[src/rtl/core/fbfl_pkg.sv]
`default_nettype none

package fbfl_pkg;

	// Pool geometry.
	localparam int NUM_BLOCKS = 256;
	localparam int IDX_W      = $clog2(NUM_BLOCKS);
	localparam int LINK_W     = IDX_W + 1;
	localparam int CNT_W      = $clog2(NUM_BLOCKS + 1);

	// Configuration field widths.
	localparam int SIZE_W  = 16;
	localparam int ALIGN_W = 13;
	localparam int CFG_IDX_W  = 1;
	localparam int CFG_DATA_W = 16;

	// Configuration register indexes.
	localparam logic [CFG_IDX_W-1:0] CFG_BLOCK_SIZE  = 1'b0;
	localparam logic [CFG_IDX_W-1:0] CFG_BLOCK_ALIGN = 1'b1;

	// Reset values of the configuration registers.
	localparam logic [SIZE_W-1:0]  BLOCK_SIZE_RST  = 16'd64;
	localparam logic [ALIGN_W-1:0] BLOCK_ALIGN_RST = 13'd16;

	// Item actions.
	localparam logic ACT_ACQUIRE = 1'b0;
	localparam logic ACT_RELEASE = 1'b1;

	// Result status codes.
	localparam logic [1:0] ST_OK          = 2'd0;
	localparam logic [1:0] ST_EXHAUSTED   = 2'd1;
	localparam logic [1:0] ST_TOO_LARGE   = 2'd2;
	localparam logic [1:0] ST_BAD_RELEASE = 2'd3;

	// Write request into the link memory.
	typedef struct packed {
		logic              en;
		logic [IDX_W-1:0]  addr;
		logic [LINK_W-1:0] data;
	} link_wr_t;

endpackage

`default_nettype wire

[src/rtl/core/fbfl_link_ram.sv]
`default_nettype none

module fbfl_link_ram (
	input  wire logic                          clk,
	input  wire logic                          arst_n,
	input  wire logic [fbfl_pkg::IDX_W-1:0]    rd_addr,
	output logic      [fbfl_pkg::LINK_W-1:0]   rd_link,
	input  wire fbfl_pkg::link_wr_t            wr
);

	logic [fbfl_pkg::LINK_W-1:0] mem [fbfl_pkg::NUM_BLOCKS];
	logic [fbfl_pkg::NUM_BLOCKS-1:0] written_q;
	logic [fbfl_pkg::LINK_W-1:0] rd_data_q;
	logic                        rd_written_q;
	logic [fbfl_pkg::IDX_W-1:0]  rd_addr_q;

	always_ff @(posedge clk) begin
		if (wr.en) begin
			mem[wr.addr] <= wr.data;
		end
		rd_data_q <= mem[rd_addr];
		rd_addr_q <= rd_addr;
	end

	// An entry never written since reset holds its initial link, index plus one.
	always_ff @(posedge clk or negedge arst_n) begin
		if (!arst_n) begin
			written_q    <= '0;
			rd_written_q <= 1'b0;
		end else begin
			if (wr.en) begin
				written_q[wr.addr] <= 1'b1;
			end
			rd_written_q <= written_q[rd_addr];
		end
	end

	assign rd_link = rd_written_q ? rd_data_q
		: ({1'b0, rd_addr_q} + fbfl_pkg::LINK_W'(1));

endmodule

`default_nettype wire

[src/rtl/core/fbfl_ctrl.sv]
`default_nettype none

module fbfl_ctrl (
	input  wire logic                              clk,
	input  wire logic                              arst_n,
	input  wire logic                              start,
	output logic                                   busy,
	input  wire logic                              action,
	input  wire logic [fbfl_pkg::IDX_W-1:0]        block_index,
	input  wire logic [fbfl_pkg::SIZE_W-1:0]       request_size,
	input  wire logic [fbfl_pkg::ALIGN_W-1:0]      request_alignment,
	input  wire logic [fbfl_pkg::SIZE_W-1:0]       block_size,
	input  wire logic [fbfl_pkg::ALIGN_W-1:0]      block_alignment,
	output logic                                   done,
	output logic [1:0]                             status,
	output logic [fbfl_pkg::IDX_W-1:0]             granted_index,
	output logic [fbfl_pkg::CNT_W-1:0]             free_count,
	output logic [fbfl_pkg::IDX_W-1:0]             link_rd_addr,
	input  wire logic [fbfl_pkg::LINK_W-1:0]       link_rd_data,
	output fbfl_pkg::link_wr_t                     link_wr
);

	typedef enum logic [1:0] {
		S_IDLE = 2'b01,
		S_EXEC = 2'b10
	} state_t;

	state_t state_q;

	logic                           action_q;
	logic [fbfl_pkg::IDX_W-1:0]     index_q;
	logic [fbfl_pkg::SIZE_W-1:0]    size_q;
	logic [fbfl_pkg::ALIGN_W-1:0]   align_q;
	logic [fbfl_pkg::LINK_W-1:0]    head_q;
	logic [fbfl_pkg::CNT_W-1:0]     count_q;

	logic                           accept;
	logic                           too_large;
	logic                           exhausted;
	logic                           bad_release;
	logic                           pop_ok;
	logic                           push_ok;
	logic [1:0]                     status_d;
	logic [fbfl_pkg::CNT_W-1:0]     count_d;

	assign accept = start && (state_q == S_IDLE);
	assign busy   = (state_q == S_EXEC);

	// The memory reads the head's successor every cycle; the read taken at
	// the accept edge is the one the execute cycle uses.
	assign link_rd_addr = head_q[fbfl_pkg::IDX_W-1:0];

	assign too_large = (size_q > block_size) || (align_q > block_alignment);
	assign exhausted = (count_q == '0)
		|| (head_q >= fbfl_pkg::LINK_W'(fbfl_pkg::NUM_BLOCKS));
	assign bad_release = ({1'b0, index_q} >= fbfl_pkg::LINK_W'(fbfl_pkg::NUM_BLOCKS))
		|| (count_q >= fbfl_pkg::CNT_W'(fbfl_pkg::NUM_BLOCKS));

	assign pop_ok  = busy && (action_q == fbfl_pkg::ACT_ACQUIRE) && !too_large && !exhausted;
	assign push_ok = busy && (action_q == fbfl_pkg::ACT_RELEASE) && !bad_release;

	always_comb begin
		count_d = count_q;
		if (action_q == fbfl_pkg::ACT_ACQUIRE) begin
			if (too_large) begin
				status_d = fbfl_pkg::ST_TOO_LARGE;
			end else if (exhausted) begin
				status_d = fbfl_pkg::ST_EXHAUSTED;
			end else begin
				status_d = fbfl_pkg::ST_OK;
				count_d  = count_q - fbfl_pkg::CNT_W'(1);
			end
		end else begin
			if (bad_release) begin
				status_d = fbfl_pkg::ST_BAD_RELEASE;
			end else begin
				status_d = fbfl_pkg::ST_OK;
				count_d  = count_q + fbfl_pkg::CNT_W'(1);
			end
		end
	end

	assign link_wr.en   = push_ok;
	assign link_wr.addr = index_q;
	assign link_wr.data = head_q;

	always_ff @(posedge clk) begin
		if (accept) begin
			action_q <= action;
			index_q  <= block_index;
			size_q   <= request_size;
			align_q  <= request_alignment;
		end
		if (busy) begin
			status        <= status_d;
			granted_index <= pop_ok ? head_q[fbfl_pkg::IDX_W-1:0] : '0;
			free_count    <= count_d;
		end
	end

	always_ff @(posedge clk or negedge arst_n) begin
		if (!arst_n) begin
			state_q <= S_IDLE;
			head_q  <= '0;
			count_q <= fbfl_pkg::CNT_W'(fbfl_pkg::NUM_BLOCKS);
			done    <= 1'b0;
		end else begin
			done <= busy;
			case (state_q)
				S_IDLE: begin
					if (accept) begin
						state_q <= S_EXEC;
					end
				end
				S_EXEC: begin
					state_q <= S_IDLE;
					if (pop_ok) begin
						head_q <= link_rd_data;
					end else if (push_ok) begin
						head_q <= {1'b0, index_q};
					end
					count_q <= count_d;
				end
				default: begin
					state_q <= S_IDLE;
				end
			endcase
		end
	end

endmodule

`default_nettype wire

[src/rtl/core/fixed_block_free_list_pool.sv]
`default_nettype none

// Fixed-size block free-list pool. Blocks are named by index and kept on a
// linked free list whose links live in a synchronous memory. An item is taken
// when start is high and busy is low; busy then stays high while the item
// executes, and in the following cycle done pulses for one cycle with
// status, granted_index and free_count. Every item yields exactly one result,
// and the receiver has no way to hold it off, so it must capture the result in
// the cycle done is high. A new item may be started in that same cycle, but no
// item is taken while another one executes, and that limit is set by the
// link memory: popping a block needs the successor of the head, which is read
// from memory at the accept edge and arrives in the execute cycle. An acquire
// whose size or alignment exceeds the configured limits reports status 2; an
// acquire on an empty list reports status 1; a release of an index outside the
// pool, or while every block is already free, reports status 3. A failed item
// changes no state. granted_index is zero on everything but a successful
// acquire. Configuration writes (index 0 block size, index 1 block alignment)
// are always ready and must only be issued while no item is in flight. After
// reset the pool is immediately usable, with every block free in index order.
module fixed_block_free_list_pool (
	input  wire logic                                  clk,
	input  wire logic                                  arst_n,
	input  wire logic                                  start,
	output logic                                       busy,
	input  wire logic                                  action,
	input  wire logic [fbfl_pkg::IDX_W-1:0]            block_index,
	input  wire logic [fbfl_pkg::SIZE_W-1:0]           request_size,
	input  wire logic [fbfl_pkg::ALIGN_W-1:0]          request_alignment,
	output logic                                       done,
	output logic [1:0]                                 status,
	output logic [fbfl_pkg::IDX_W-1:0]                 granted_index,
	output logic [fbfl_pkg::CNT_W-1:0]                 free_count,
	input  wire logic                                  cfg_valid,
	output logic                                       cfg_ready,
	input  wire logic [fbfl_pkg::CFG_IDX_W-1:0]        cfg_index,
	input  wire logic [fbfl_pkg::CFG_DATA_W-1:0]       cfg_data
);

	logic [fbfl_pkg::SIZE_W-1:0]  block_size_q;
	logic [fbfl_pkg::ALIGN_W-1:0] block_align_q;

	logic [fbfl_pkg::IDX_W-1:0]   link_rd_addr;
	logic [fbfl_pkg::LINK_W-1:0]  link_rd_data;
	fbfl_pkg::link_wr_t           link_wr;

	// The register file takes a write on any cycle.
	assign cfg_ready = 1'b1;

	always_ff @(posedge clk or negedge arst_n) begin
		if (!arst_n) begin
			block_size_q  <= fbfl_pkg::BLOCK_SIZE_RST;
			block_align_q <= fbfl_pkg::BLOCK_ALIGN_RST;
		end else if (cfg_valid && cfg_ready) begin
			case (cfg_index)
				fbfl_pkg::CFG_BLOCK_SIZE: begin
					block_size_q <= cfg_data;
				end
				fbfl_pkg::CFG_BLOCK_ALIGN: begin
					block_align_q <= cfg_data[fbfl_pkg::ALIGN_W-1:0];
				end
				default: begin
				end
			endcase
		end
	end

	// Sequencer: holds the head and free count, runs the checks and issues
	// the link memory's read and write.
	fbfl_ctrl u_ctrl (
		.clk               (clk),
		.arst_n            (arst_n),
		.start             (start),
		.busy              (busy),
		.action            (action),
		.block_index       (block_index),
		.request_size      (request_size),
		.request_alignment (request_alignment),
		.block_size        (block_size_q),
		.block_alignment   (block_align_q),
		.done              (done),
		.status            (status),
		.granted_index     (granted_index),
		.free_count        (free_count),
		.link_rd_addr      (link_rd_addr),
		.link_rd_data      (link_rd_data),
		.link_wr           (link_wr)
	);

	// Link memory: one successor per block, with per-entry written flags so
	// that an untouched entry reads as its initial successor.
	fbfl_link_ram u_link_ram (
		.clk     (clk),
		.arst_n  (arst_n),
		.rd_addr (link_rd_addr),
		.rd_link (link_rd_data),
		.wr      (link_wr)
	);

endmodule

`default_nettype wire

[config.mk]
export PLATFORM = sky130hd
export DESIGN_NAME = fixed_block_free_list_pool
export DESIGN_NICKNAME = d
export VERILOG_FILES = /design/src/rtl/core/fbfl_pkg.sv /design/src/rtl/core/fbfl_link_ram.sv /design/src/rtl/core/fbfl_ctrl.sv /design/src/rtl/core/fixed_block_free_list_pool.sv
export SDC_FILE = /design/constraint.sdc
export NUM_CORES = 2
export LEC_CHECK = 0
export BUFFER_PORTS_ARGS = -buffer_cell sky130_fd_sc_hd__buf_2
export CORE_MARGIN = 4
export CORE_UTILIZATION = 63
export CTS_CLUSTER_SIZE = 12
export DETAILED_ROUTE_END_ITERATION = 6
export MAX_ROUTING_LAYER = met4
export PLACE_DENSITY = 0.79
export SETUP_SLACK_MARGIN = 0.5
export SYNTH_ARGS = -nofsm -noshare
export SYNTH_HDL_FRONTEND = slang
export SYNTH_SLANG_ARGS = --single-unit
export TNS_END_PERCENT = 5
[constraint.sdc]
create_clock -name clk -period 6.49 [get_ports clk]
set_clock_uncertainty 0.15 [all_clocks]
set_input_delay 1.298 -clock clk [delete_from_list [all_inputs] [get_ports clk]]
set_output_delay 1.298 -clock clk [all_outputs]
set_load 0.05 [all_outputs]
==> out/summary.txt <==
STA
----------------------------------------------------------------------------------
Unrepaired setup endpoints after global routing                              false
Max Clk Rate                                                             0.204 GHz
Hold Violations, Final                                                           0
Worst slew slack as a fraction of its limit                                  7.02%
Measured slew at the worst slew-check pin                                  1.39 ns
Period Utilization, post-route                                               75.6%
Setup_tns                                                                     0 ns
Final setup violation count                                                      0
Shortest clock period the worst path allows after layout                   4.91 ns
Max-slew violation total from the final report                                   0

PLACE
----------------------------------------------------------------------------------
Instance count after placement with tap cells included                        6926
Detail Placement HPWL                                                    142000 um
Port buffer count                                                               79
Routability cong.                                                            0.877

SYNTHESIS
----------------------------------------------------------------------------------
FF+latch count, synth                                                         2685
Leading register cell type out of synthesis                           sky130_fd_sc_hd__edfxtp_1
Largest family of logic cells by synthesized area                     multiplexers
Post-synth ARST share                                                        11.4%
Number of standard cells after synthesis                                      4817
Adder and majority cell fraction of the synthesized area                    0.384%
Mapped Nets                                                                   4908
Area fraction in compound gates after synthesis                              1.16%
Avg Synthesized Cell Area                                               21.6 sq um
Synth Area in XOR/XNOR                                                      0.168%
Number of synthesized flops with an enable pin                                2361
Synth Area in Simple Gates                                                   3.68%
Netlist area before placement                                          0.104 sq mm
Sequential cell area fraction in the yosys report                            75.7%
Portion of netlist area occupied by mux cells                                17.4%
Count of different cell masters after synthesis                                 58
Syn. warnings                                                                    0

CRITICAL PATH
----------------------------------------------------------------------------------
Critical setup path kind                                                reg -> reg
R2R Path End                                                          u_link_ram.rd_data_q[0]
Number of cells traversed by the worst register-to-register path                 7
Type of destination of the critical path                                      flop
Data required time of the worst path                                       7.09 ns
Crit Reg-Reg Startpoint                                               u_ctrl.head_q[0]
Worst path arrival time                                                    5.50 ns
Setup slack, reg-to-reg                                                    1.58 ns
Peak fanout along the critical path                                             37
Critical Path Start Type                                                      flop

CLOCK NETWORK
----------------------------------------------------------------------------------
Clock root buffer master                                              sky130_fd_sc_hd__clkbuf_16
Post-CTS setup buffer count                                                      0
Total of cells resized after clock tree synthesis                                0
Latest clock arrival within the worst-skew pair                            0.91 ns
Clock slew at reported path FFs                                            0.06 ns
Clock tree from TritonCTS                                                      yes
Clock buffer depth                                                               4
Inserted Clock Buffers                                                         286
CTS Hold Bufs                                                                    0
Number of sinks handled by clock tree synthesis                               2685
H-tree depth                                                                     5

FINISH
----------------------------------------------------------------------------------
Number of nets in the finished design                                         5130
Ratio of cells with drive above 1 in the final layout                        30.1%
Post-Layout Cell Count                                                        7418
Commonest cells after routing, fill and taps aside                    sky130_fd_sc_hd__edfxtp_1 (2361), sky130_fd_sc_hd__mux4_2 (766), sky130_fd_sc_hd__dfrtp_1 (294)
Post-Route Utilization                                                       70.6%
Layout-stage area growth over the synthesis result                           10.8%
Most common cell after layout, fill and taps aside                    sky130_fd_sc_hd__edfxtp_1

DETAILED ROUTING
----------------------------------------------------------------------------------
Post-Route WL                                                            252000 um
DRC Markers                                                                      0
Remaining number of nets flagged by the antenna check after routing              0
1st-pass router iterations                                                       7
Detailed router's first-iteration violation count                             8154
Via/cell ratio                                                                6.98
Via count of the routed design                                               51800
WL/cell                                                                    34.0 um

MIN PATH
----------------------------------------------------------------------------------
Type of the worst min-delay path                                       in -> async

POWER
----------------------------------------------------------------------------------
Pleak                                                                      39.0 nW
Total power per unit cell area                                         429 mW/mm^2
Worst ir drop on vdd                                                      0.462 mV

STATUS
----------------------------------------------------------------------------------
Run status                                                            finished clean

GLOBAL ROUTING
----------------------------------------------------------------------------------
Initial antenna violation count                                                  5
Maximum number of pins on one net before global-route repair                   128
Vias in the first global route                                               52500
Sum of overflow across all layers after global routing                           0
First-pass GRT wire length                                               372000 um
Combined global-route utilization of all metal layers                        30.6%

RUN
----------------------------------------------------------------------------------
Number of maximum-capacitance violations                                         0

FLOORPLANNING
----------------------------------------------------------------------------------
Placeable Area                                                         0.164 sq mm
Die X-Extent                                                                415 um
Initial Util                                                                 63.7%
Floorplan die height                                                        415 um
Number of cell rows                                                            148
DIE AREA                                                               0.172 sq mm
Boundary Pins                                                                   81

==> worst max-delay path by stage <==
stage          cells past startpoint  slack, ns              from                       to
6_report                           7       1.58  u_ctrl.head_q[0]  u_link_ram.rd_data_q[0]
2_1_floorplan                      8       0.54  u_ctrl.head_q[1]  u_link_ram.rd_written_q
3_5_place_dp                       7       1.71  u_ctrl.head_q[0]  u_link_ram.rd_written_q
5_1_grt                            7       1.39  u_ctrl.head_q[0]  u_link_ram.rd_data_q[0]
4_1_cts                            7       1.63  u_ctrl.head_q[0]  u_link_ram.rd_data_q[0]
3_3_place_gp                       8       1.75  u_ctrl.head_q[0]  u_link_ram.rd_data_q[7]
==> power by group <==
group | internal, mW | switching, mW | leakage (nW)
clock network | 8.62 | 6.44 | 4.02
logic | 5.27 | 7.60 | 8.96
registers | 21.0 | 0.624 | 26.0
total | 34.9 | 14.7 | 39.0
==> logic make-up (layout without fill, tap and decap cells) <==
| group | count (synthesis) | count (layout) |
|---|---|---|
| other | 1 | 4 |
| buffers and inverters | 290 | 713 |
| XOR/XNOR | 20 | 20 |
| AND/OR/NAND/NOR | 756 | 756 |
| flip-flops | 2685 | 2685 |
| adder cells (fa/ha/maj) | 32 | 32 |
| AO/OA/AOI/OAI | 179 | 179 |
| multiplexers | 854 | 854 |
==> state kept, by name (all words and copies together), names as in the netlist, 2 cells and up <==
signal and count:
u_link_ram.rd_addr_q 8, u_link_ram.mem 2304, u_ctrl.index_q 8, block_size_q 16, u_ctrl.granted_index 8, u_ctrl.count_q 9
u_link_ram.rd_data_q 9, u_ctrl.head_q 9, u_ctrl.align_q 13, u_ctrl.size_q 16, u_ctrl.free_count 9, block_align_q 13
u_ctrl.status 2, u_link_ram.written_q 256, u_ctrl.state_q 2
==> Yosys cell counts, types with 34 or more instances <==
master / number / area, sq um
sky130_fd_sc_hd__buf_2: 49 / 245
sky130_fd_sc_hd__buf_4: 44 / 330
sky130_fd_sc_hd__clkbuf_1: 110 / 413
sky130_fd_sc_hd__dfrtp_1: 303 / 7580
sky130_fd_sc_hd__edfxtp_1: 2361 / 70900
sky130_fd_sc_hd__inv_1: 39 / 146
sky130_fd_sc_hd__mux2i_1: 74 / 741
sky130_fd_sc_hd__mux4_2: 766 / 17300
sky130_fd_sc_hd__nand2_1: 93 / 349
sky130_fd_sc_hd__nor2_1: 286 / 1070
sky130_fd_sc_hd__o21ai_0: 34 / 170
sky130_fd_sc_hd__o22ai_1: 34 / 213
sky130_fd_sc_hd__or2_2: 257 / 1610
==> worst max-delay path, stage by stage, from the launching register on <==
cell                      delay, ns
sky130_fd_sc_hd__dfrtp_4       0.96
sky130_fd_sc_hd__buf_4         0.31
sky130_fd_sc_hd__buf_4         0.55
sky130_fd_sc_hd__mux4_2        0.66
sky130_fd_sc_hd__mux4_2        0.53
sky130_fd_sc_hd__a22o_1        0.32
sky130_fd_sc_hd__nor4b_1       1.05
sky130_fd_sc_hd__nor4b_1       0.14
==> stage by stage <==
| step | cell area (sq um) | worst slack, ns | hold WS (ns) | power (mW) |
|---|---|---|---|---|
| 4_1_cts | 115000 | 1.63 | 0.175 | 49.6 |
| 6_report | 115000 | 1.58 | 0.198 | 49.5 |
| 3_5_place_dp | 107000 | 1.71 | 0.298 | 34.6 |
| 2_1_floorplan | 104000 | 0.542 | 0.284 | 30.8 |
| 3_3_place_gp | 107000 | 1.75 | 0.295 | 34.3 |
| 5_1_grt | 115000 | 1.39 | 0.206 | 51.1 |
==> cell type report <==
| type | instances | area (sq um) |
|---|---|---|
| fillers | 8993 | 48000 |
| clock inverters | 27 | 221 |
| well taps | 2175 | 2720 |
| diodes | 3 | 7.51 |
| inverters | 39 | 151 |
| flip-flops and latches | 2685 | 79000 |
| clock buffers | 462 | 8130 |
| multi-input cells | 1842 | 23800 |
| repair buffers | 185 | 1480 |
==> per-layer routing <==
layer | track usage (%) | share of wire, %
met1 | 42.7 | 36
met2 | 45.8 | 49
met3 | 6.07 | 10
met4 | 12.0 | 4.6
met5 | - | 0
Note: power is estimated with default switching activity, not from simulation.
